### config.mk
export PLATFORM = sky130hd
export DESIGN_NAME = decimal_square_root
export DESIGN_NICKNAME = d
export VERILOG_FILES = /design/src/hw/rtl/dsr_pkg.sv /design/src/hw/rtl/dsr_scale.sv /design/src/hw/rtl/dsr_sqrt_stage.sv /design/src/hw/rtl/decimal_square_root.sv
export SDC_FILE = /design/constraint.sdc
export NUM_CORES = 2
export LEC_CHECK = 0
export BUFFER_PORTS_ARGS = -buffer_cell sky130_fd_sc_hd__clkbuf_2
export CORE_AREA = 2 2 397 399
export CTS_CLUSTER_DIAMETER = 60
export DETAILED_ROUTE_END_ITERATION = 6
export DIE_AREA = 0 0 399 401
export GPL_TIMING_DRIVEN = 0
export PLACE_DENSITY = 0.8
export SETUP_SLACK_MARGIN = 0.4
export SLEW_MARGIN = 10
export SYNTH_ARGS = -nofsm -noshare
export SYNTH_HDL_FRONTEND = slang
export SYNTH_SLANG_ARGS = --single-unit
### constraint.sdc
create_clock -name clk -period 11 [get_ports clk]
set_input_delay 1.1 -clock clk [delete_from_list [all_inputs] [get_ports clk]]
set_output_delay 1.1 -clock clk [all_outputs]
set_load 0.01 [all_outputs]
### src/hw/rtl/dsr_pkg.sv
// ----------------------------------------------------------------------------
// dsr_pkg
// Shared widths, defaults and the decimal scale table for the decimal
// square root pipeline.
// ----------------------------------------------------------------------------
package dsr_pkg;

  localparam int VALUE_W        = 32;
  localparam int ROOT_W         = 29;
  localparam int DIGITS_W       = 3;
  localparam int MAX_DIGITS_DEF = 4;

  // 10^(2*d): the radicand scale for d fraction digits; any d above 4 gives 10^8
  function automatic logic [63:0] scale_of(input logic [DIGITS_W-1:0] d);
    logic [63:0] s;
    case (d)
      3'd0:    s = 64'd1;
      3'd1:    s = 64'd100;
      3'd2:    s = 64'd10000;
      3'd3:    s = 64'd1000000;
      default: s = 64'd100000000;
    endcase
    return s;
  endfunction

endpackage

### src/hw/rtl/dsr_scale.sv
// ----------------------------------------------------------------------------
// dsr_scale
// Entry stage: clamps the digit count and multiplies the input magnitude by
// 10^(2*digits). Negative inputs enter the root pipeline as zero.
// ----------------------------------------------------------------------------
module dsr_scale
  import dsr_pkg::*;
#(
  parameter int MAX_DIGITS = MAX_DIGITS_DEF,
  parameter int SCALE_W    = 27,
  parameter int RAD_W      = 58
) (
  input  logic                clk,
  input  logic                rst_n,
  input  logic                up_vld,
  input  logic [VALUE_W-1:0]  up_value,
  input  logic [DIGITS_W-1:0] digits,
  output logic                dn_vld,
  output logic [RAD_W-1:0]    dn_rad,
  output logic                dn_neg
);

  logic [DIGITS_W-1:0] dig_sel;
  logic [SCALE_W-1:0]  scale_sel;
  logic [VALUE_W-2:0]  mag;
  logic [RAD_W-1:0]    rad_nxt;
  logic                vld_r;
  logic [RAD_W-1:0]    rad_r;
  logic                neg_r;

  // saturate the digit count and pick the scale
  always_comb begin
    dig_sel   = (digits > DIGITS_W'(MAX_DIGITS)) ? DIGITS_W'(MAX_DIGITS) : digits;
    scale_sel = SCALE_W'(scale_of(dig_sel));
    mag       = up_value[VALUE_W-1] ? '0 : up_value[VALUE_W-2:0];
    rad_nxt   = RAD_W'(mag) * RAD_W'(scale_sel);
  end

  // valid bit
  always_ff @(posedge clk) begin
    if (!rst_n) begin
      vld_r <= 1'b0;
    end else begin
      vld_r <= up_vld;
    end
  end

  // payload
  always_ff @(posedge clk) begin
    rad_r <= rad_nxt;
    neg_r <= up_value[VALUE_W-1];
  end

  assign dn_vld = vld_r;
  assign dn_rad = rad_r;
  assign dn_neg = neg_r;

endmodule

### src/hw/rtl/dsr_sqrt_stage.sv
// ----------------------------------------------------------------------------
// dsr_sqrt_stage
// One registered step of the digit-by-digit square root: brings down two
// radicand bits and decides one root bit.
// ----------------------------------------------------------------------------
module dsr_sqrt_stage
  import dsr_pkg::*;
#(
  parameter int RAD_W = 58,
  parameter int RT_W  = 29,
  parameter int REM_W = 31
) (
  input  logic             clk,
  input  logic             rst_n,
  input  logic             up_vld,
  input  logic [RAD_W-1:0] up_rad,
  input  logic [REM_W-1:0] up_rem,
  input  logic [RT_W-1:0]  up_root,
  input  logic             up_neg,
  output logic             dn_vld,
  output logic [RAD_W-1:0] dn_rad,
  output logic [REM_W-1:0] dn_rem,
  output logic [RT_W-1:0]  dn_root,
  output logic             dn_neg
);

  logic [REM_W+1:0] cand;
  logic [REM_W+1:0] trial;
  logic             fit;
  logic [REM_W-1:0] rem_nxt;
  logic [RT_W-1:0]  root_nxt;
  logic             vld_r;
  logic [RAD_W-1:0] rad_r;
  logic [REM_W-1:0] rem_r;
  logic [RT_W-1:0]  root_r;
  logic             neg_r;

  // trial subtract of 4*root+1 from the extended remainder
  always_comb begin
    cand     = {up_rem, up_rad[RAD_W-1 -: 2]};
    trial    = (REM_W+2)'({up_root, 2'b01});
    fit      = (cand >= trial);
    rem_nxt  = fit ? REM_W'(cand - trial) : REM_W'(cand);
    root_nxt = {up_root[RT_W-2:0], fit};
  end

  // valid bit
  always_ff @(posedge clk) begin
    if (!rst_n) begin
      vld_r <= 1'b0;
    end else begin
      vld_r <= up_vld;
    end
  end

  // payload
  always_ff @(posedge clk) begin
    rad_r  <= up_rad << 2;
    rem_r  <= rem_nxt;
    root_r <= root_nxt;
    neg_r  <= up_neg;
  end

  assign dn_vld  = vld_r;
  assign dn_rad  = rad_r;
  assign dn_rem  = rem_r;
  assign dn_root = root_r;
  assign dn_neg  = neg_r;

endmodule

### src/hw/rtl/decimal_square_root.sv
// ----------------------------------------------------------------------------
// decimal_square_root
// Pipeline: one scale multiply stage, then one root bit per pipeline stage.
// Throughput: one transaction per cycle; busy stays low, results never wait.
// Reset (synchronous, rst_n low) clears all valid bits and the fraction digit register.
// ----------------------------------------------------------------------------
module decimal_square_root
  import dsr_pkg::*;
#(
  parameter int MAX_DIGITS = MAX_DIGITS_DEF
) (
  input  logic                clk,
  input  logic                rst_n,
  input  logic                start,
  output logic                busy,
  input  logic [VALUE_W-1:0]  in_value,
  output logic                out_valid,
  output logic [ROOT_W-1:0]   out_root_scaled,
  output logic                out_negative_input,
  input  logic                cfg_valid,
  output logic                cfg_ready,
  input  logic [DIGITS_W-1:0] cfg_data
);

  localparam int SCALE_W = $clog2(scale_of(DIGITS_W'(MAX_DIGITS)) + 64'd1);
  localparam int PROD_W  = VALUE_W - 1 + SCALE_W;
  localparam int RAD_W   = PROD_W + (PROD_W % 2);
  localparam int STAGES  = RAD_W / 2;
  localparam int REM_W   = STAGES + 2;

  logic [DIGITS_W-1:0] digits_r;
  logic                accept;

  logic             vld  [STAGES+1];
  logic [RAD_W-1:0] rad  [STAGES+1];
  logic [REM_W-1:0] rem  [STAGES+1];
  logic [STAGES-1:0] root [STAGES+1];
  logic             neg  [STAGES+1];

  assign busy      = 1'b0;
  assign cfg_ready = 1'b1;
  assign accept    = start && !busy;

  // fraction digit register
  always_ff @(posedge clk) begin
    if (!rst_n) begin
      digits_r <= '0;
    end else if (cfg_valid && cfg_ready) begin
      digits_r <= cfg_data;
    end
  end

  // scale stage
  dsr_scale #(
    .MAX_DIGITS (MAX_DIGITS),
    .SCALE_W    (SCALE_W),
    .RAD_W      (RAD_W)
  ) u_scale (
    .clk      (clk),
    .rst_n    (rst_n),
    .up_vld   (accept),
    .up_value (in_value),
    .digits   (digits_r),
    .dn_vld   (vld[0]),
    .dn_rad   (rad[0]),
    .dn_neg   (neg[0])
  );

  assign rem[0]  = '0;
  assign root[0] = '0;

  // root pipeline, one bit per stage
  for (genvar g = 0; g < STAGES; g++) begin : g_stage
    dsr_sqrt_stage #(
      .RAD_W (RAD_W),
      .RT_W  (STAGES),
      .REM_W (REM_W)
    ) u_stage (
      .clk     (clk),
      .rst_n   (rst_n),
      .up_vld  (vld[g]),
      .up_rad  (rad[g]),
      .up_rem  (rem[g]),
      .up_root (root[g]),
      .up_neg  (neg[g]),
      .dn_vld  (vld[g+1]),
      .dn_rad  (rad[g+1]),
      .dn_rem  (rem[g+1]),
      .dn_root (root[g+1]),
      .dn_neg  (neg[g+1])
    );
  end

  // result ports
  assign out_valid          = vld[STAGES];
  assign out_root_scaled    = ROOT_W'(root[STAGES]);
  assign out_negative_input = neg[STAGES];

`ifndef SYNTHESIS
  // every accepted transaction yields exactly one strobe after the pipeline
  a_latency: assert property (@(posedge clk) disable iff (!rst_n)
    accept |-> ##(STAGES+1) out_valid)
    else $error("result strobe missing after accepted transaction");

  a_no_extra: assert property (@(posedge clk) disable iff (!rst_n)
    !accept |-> ##(STAGES+1) !out_valid)
    else $error("result strobe without a transaction");

  a_neg_flag: assert property (@(posedge clk) disable iff (!rst_n)
    accept |-> ##(STAGES+1) (out_negative_input == $past(in_value[VALUE_W-1], STAGES+1)))
    else $error("negative flag does not follow input sign");

  a_neg_zero: assert property (@(posedge clk) disable iff (!rst_n)
    (out_valid && out_negative_input) |-> (out_root_scaled == '0))
    else $error("negative input gave a nonzero root");
`endif

endmodule
* Word level (Yosys, flattened, before mapping)
Index checks and enable logic that the tools add are counted.
Word-level totals: register bits after elaboration 2208, bits in latches 0, RAM bits 0, memory bits (read-only) 0, input bits 39, memories 0
Cells by class: add/sub/neg operators 28, multiply operators 1, div/mod/pow operators 0, order comparisons 30, eq/ne operators 3, shift-type cells 0, mux-type cells 31, bitwise gates (word level) 0, reduce and logical (&&, ||, !) cells 1
Operator list (count):
- $mux 31 | 28
- $pmux 27 s4 | 1
- $mul 31x27->58 | 1
- $ge 33x10->1 | 1
- $ge 33x11->1 | 1
- $ge 33x12->1 | 1
- $ge 33x13->1 | 1
- $ge 33x14->1 | 1
- $ge 33x15->1 | 1
- $ge 33x16->1 | 1
- $ge 33x17->1 | 1
- $ge 33x18->1 | 1
- $ge 33x19->1 | 1
- $ge 33x20->1 | 1
- $ge 33x21->1 | 1
- $ge 33x22->1 | 1
- $ge 33x23->1 | 1
- $ge 33x24->1 | 1
- $ge 33x25->1 | 1
- $ge 33x26->1 | 1
- $ge 33x27->1 | 1
- $ge 33x28->1 | 1
- $ge 33x29->1 | 1
- $ge 33x3->1 | 1
- other kinds (42) | 43

* Logic depth before layout (Yosys ltp)
depth in word-level cells 5, gate-level depth with buffers 33, depth with buffers taken out 30

* By module
A second synthesis with hierarchy kept.
Second synthesis, totals: cells, all modules 16071, area, all modules 164332.6 um^2
Modules (own cells, without submodules):
- dsr_sqrt_stage at g_stage[0].u_stage ... | instances 24, cells each 475, area each 4889.7 um^2
- dsr_scale | instances 1, cells each 2508, area each 23432.5 um^2
- dsr_sqrt_stage at g_stage[5].u_stage ... | instances 5, cells each 430, area each 4683.2 um^2
- decimal_square_root | instances 1, cells each 13, area each 131.4 um^2

* Worst setup path before layout
Ideal clock, no wire load.
path kind input to register, start point input port in_value[31], end point register u_scale.rad_r[51] (netlist: u_scale.dn_rad[51]), setup time 0.072 ns, arrival 8.562 ns, required time 10.928 ns, path slack 2.366 ns, stages on the path 33, path buffers 4, path through clkbuf_1 nor2b_1 clkbuf_1 clkbuf_1 nand2_1 inv_1 nor2_1 inv_1 fa_1 inv_1 fa_1 inv_1 fa_1 inv_1 fa_1 inv_1 fa_1 fa_1 inv_1 fa_1 inv_1 ha_1 clkbuf_1 a21oi_1 o211ai_1 a32oi_1 o31ai_1 nor4_1 o311ai_1 a31oi_1 o21ai_1 a221oi_1 xnor2_1
On the way: longest elaborated chain between the ends 2
Ends and longest elaborated chain:
- start: declaration | line decimal_square_root.sv:16 | input logic [VALUE_W-1:0] in_value,
- $mux 31 | line dsr_scale.sv:35 | mag = up_value[VALUE_W-1] ? '0 : up_value[VALUE_W-2:0];
- $mul 31x27->58 | line dsr_scale.sv:36 | rad_nxt = RAD_W'(mag) * RAD_W'(scale_sel);
- via u_scale.rad_nxt[51] | line dsr_scale.sv:26 | logic [RAD_W-1:0] rad_nxt;
- end signal: assignment | line dsr_scale.sv:50 | rad_r <= rad_nxt;
- end: declaration | line dsr_scale.sv:28 | logic [RAD_W-1:0] rad_r;
The timed path passes the listed nets, and every way through them passes these cells. A chain may end at the register's enable or synchronous reset.

* Worst setup path in the final report
Same ends and word-level chain as after synthesis.

==> flow_metrics.tcl <==
set metrics [dict create \
    final_nets 11500 \
    tns_ns 0 \
    synth_top_area_cell "dfxtp_1" \
    drtIter0Drc 4173 \
    wl_per_cell_um 18.3 \
    worstPathMaxFanout 10 \
    portBuffers 69 \
    synth_area_sq_mm 0.0993 \
    numCtsBuffers 204 \
    syn_inst 9845 \
    grt_max_degree 19 \
    ys_seq_area_frac 0.442 \
    end_kind "flip-flop" \
    clk_path_buf_depth 3 \
    synth_warnings 0 \
    antenna_found_initial 2 \
    drc_errors 1 \
    cp.arrival_ns 10.95 \
    maxSlewHeadroom 0.178 \
    die_y_um 401 \
    synth-async-reset-ratio 0 \
    hold_violations 0 \
    dpl_cell_area_sq_mm 0.102 \
    path_common_cell "fa_1" \
    peakVddDrop_mv 0.199 \
    violations "DRC" \
    cp_num_buf_inv 11 \
    status "finished, violations left" \
    fillers 11500 \
    path_clk_slew_ns 0.07 \
    drive_gt1_frac 0.0529 \
    tightest_slew_ns 1.22 \
    dieArea_sq_mm 0.160 \
    rows 145 \
    cts_tree "done" \
    drv_cap 0 \
    clk_latency_ns 0.86 \
    rsz0062_at_grt "no" \
    cts_setup_buffers 0 \
    initial_core_util 0.638 \
    maxClockFrequency_mhz 98.5 \
    cp_top_family "adder cells" \
    synth_top_area_frac 0.442 \
    slew_violations 0 \
    postRouteAntennaNets 0 \
    critPathKind "input pin to flip-flop" \
    area_growth_pct 10.5 \
    num_vias 67900 \
    power.density_mw_per_mm2 242 \
    clock_skew_ns 0.0904 \
    grt_overflow 0 \
    p_leak_nw 53.8 \
    detail_route.first_pass.iterations 7 \
    hpwl_um 176000 \
    start_kind "input pin" \
    fin_crit_ns 10.15 \
    ios 72 \
    routed_wl_um 226000 \
    crit_required_ns 11.79 \
    ys_types 88 \
    fin_crit_sh 0.923 \
    grt_pass1_vias 70000 \
    hold_class "flip-flop to flip-flop" \
    max_stage_delay_ns 0.61 \
    ys_top_cells_by_area "dfxtp_1, fa_1, ha_1" \
    grt_pass1_wl_um 363000 \
    gr-usage-all-layers 0.283 \
    setup_violations 0 \
    synth_enable_flop_cells 0 \
    design_area_sq_mm 0.110 \
    synth_ff_type "dfxtp_1" \
    core_area_sq_mm 0.156 \
    fin_util 0.704 \
    cts-root-buf "clkbuf_16" \
    avgSynthCellArea_sq_um 10.1 \
    crit_slowest_cell "fa_1" \
    viasPerCell 5.49 \
    place_congestion 1.01 \
    synth_seq_cells 2192 \
    htreeDepth 4 \
    die_x_um 399 \
    cts_num_sinks 2192 \
]
[registers in the layout (all words and copies together), names as in the netlist]
register and flops:
g_stage.u_stage.dn_rad 812, u_scale.dn_neg 1, g_stage.u_stage.dn_vld 29, u_scale.dn_rad 58, g_stage.u_stage.dn_root 435, g_stage.u_stage.dn_neg 29
digits_r 3, u_scale.dn_vld 1, g_stage.u_stage.dn_rem 824
[cells by family (layout without fill, tap and decap cells)]
kind of cell / Yosys count / count (layout) / share of synthesized area
compound gates: 1575 / 1575 / 0.0983
other cells: 2 / 8 / 0.0000756
mux: 59 / 59 / 0.00659
buf+inv: 1555 / 2007 / 0.0590
xor+xnor: 732 / 732 / 0.0646
simple gates: 2368 / 2368 / 0.117
fa+ha+maj: 1362 / 1362 / 0.212
flops: 2192 / 2192 / 0.442
[placed cells by master, fill, tap and decap left out, drive strengths merged, types with 114 or more instances in the layout]
| cell type | n |
|---|---|
| dfxtp | 2192 |
| inv | 1384 |
| ha | 827 |
| nor2 | 608 |
| nand2 | 586 |
| fa | 535 |
| clkbuf | 510 |
| o21ai | 445 |
| a21oi | 440 |
| xnor2 | 378 |
| xor2 | 354 |
| a21o | 222 |
| nor3 | 221 |
| nand3 | 138 |
| nand2b | 136 |
| nor4 | 114 |
[metal layers]
metal | vias to the layer above | global-route usage | part of all wire
li1 | 33000 | - | -
met1 | 32600 | 0.351 | 0.42
met2 | 1795 | 0.510 | 0.51
met3 | 439 | 0.0353 | 0.046
met4 | 2 | 0.0875 | 0.030
met5 | - | 0 | 0.000031
[metrics by stage]
| stage | worst slack, ns | power (mW) | cells | hold WS (ns) |
|---|---|---|---|---|
| after floorplan | 2.37 | 16.9 | 9846 | 0.310 |
| after global placement | -0.305 | 18.7 | 12000 | 0.309 |
| after detailed placement | -0.395 | 19.0 | 12000 | 0.312 |
| after CTS | 0.542 | 26.6 | 12400 | 0.259 |
| after global routing | 0.492 | 28.0 | 12400 | 0.268 |
| final | 0.846 | 26.5 | 12400 | 0.266 |
[synth_stat cells, drive strengths merged, types with 88 or more instances]
master / n
clkbuf: 165
nor2: 608
inv: 1376
xor2: 354
ha: 827
o21a: 88
nor3: 221
xnor2: 378
nand3: 138
fa: 535
nor4: 114
o21ai: 445
a21oi: 440
nand2: 586
and2: 88
nor2b: 88
a21o: 222
nand2b: 136
dfxtp: 2192
[cell type report]
type	count	area (sq um)	share of cell area
diodes	5	12.5	0.000114
plain buffers	179	691	0.00630
clock buffers	276	5820	0.0530
clock inverters	107	1630	0.0148
inverters	1376	5160	0.0471
multi-input cells	6099	49500	0.452
flip-flops and latches	2192	43900	0.400
well taps	2058	2570	0.0235
repair buffers	69	345	0.00315
[path summary, 6_finish.rpt]
check	startpoint	end	slack [ns]	cells past startpoint
worst max-delay path	in_value[31]	u_scale.dn_rad[51]$_DFF_P_	0.85	32
worst min-delay path	g_stage[13].u_stage.dn_rad[37]$_DFF_P_	g_stage[14].u_stage.dn_rad[39]$_DFF_P_	0.27	0
worst max register to register	digits_r[2]$_SDFFE_PN0P_	u_scale.dn_rad[51]$_DFF_P_	1.27	30
worst min register to register	g_stage[13].u_stage.dn_rad[37]$_DFF_P_	g_stage[14].u_stage.dn_rad[39]$_DFF_P_	0.27	0
[worst reg2reg max path, delay by kind of cell (launching register included)]
family | cells | cell delay, ns
AND/OR/NAND/NOR | 4 | 1.27
adder cells (fa/ha/maj) | 8 | 3.76
buffers and inverters | 9 | 1.86
AO/OA/AOI/OAI | 8 | 2.18
XOR/XNOR | 1 | 0.17
flip-flops | 1 | 0.49
[repair_timing]
action | 4_1_cts | 5_1_grt
hold buffers | 0 | 0
setup endpoints to repair | 0 | 6
resized for setup | 0 | 4
[power by group]
part | internal [mW] | switching (mW)
Combinational | 2.93 | 3.99
Clock | 4.38 | 3.09
Sequential | 10.6 | 1.49
Power figures use the tool's default switching activity.
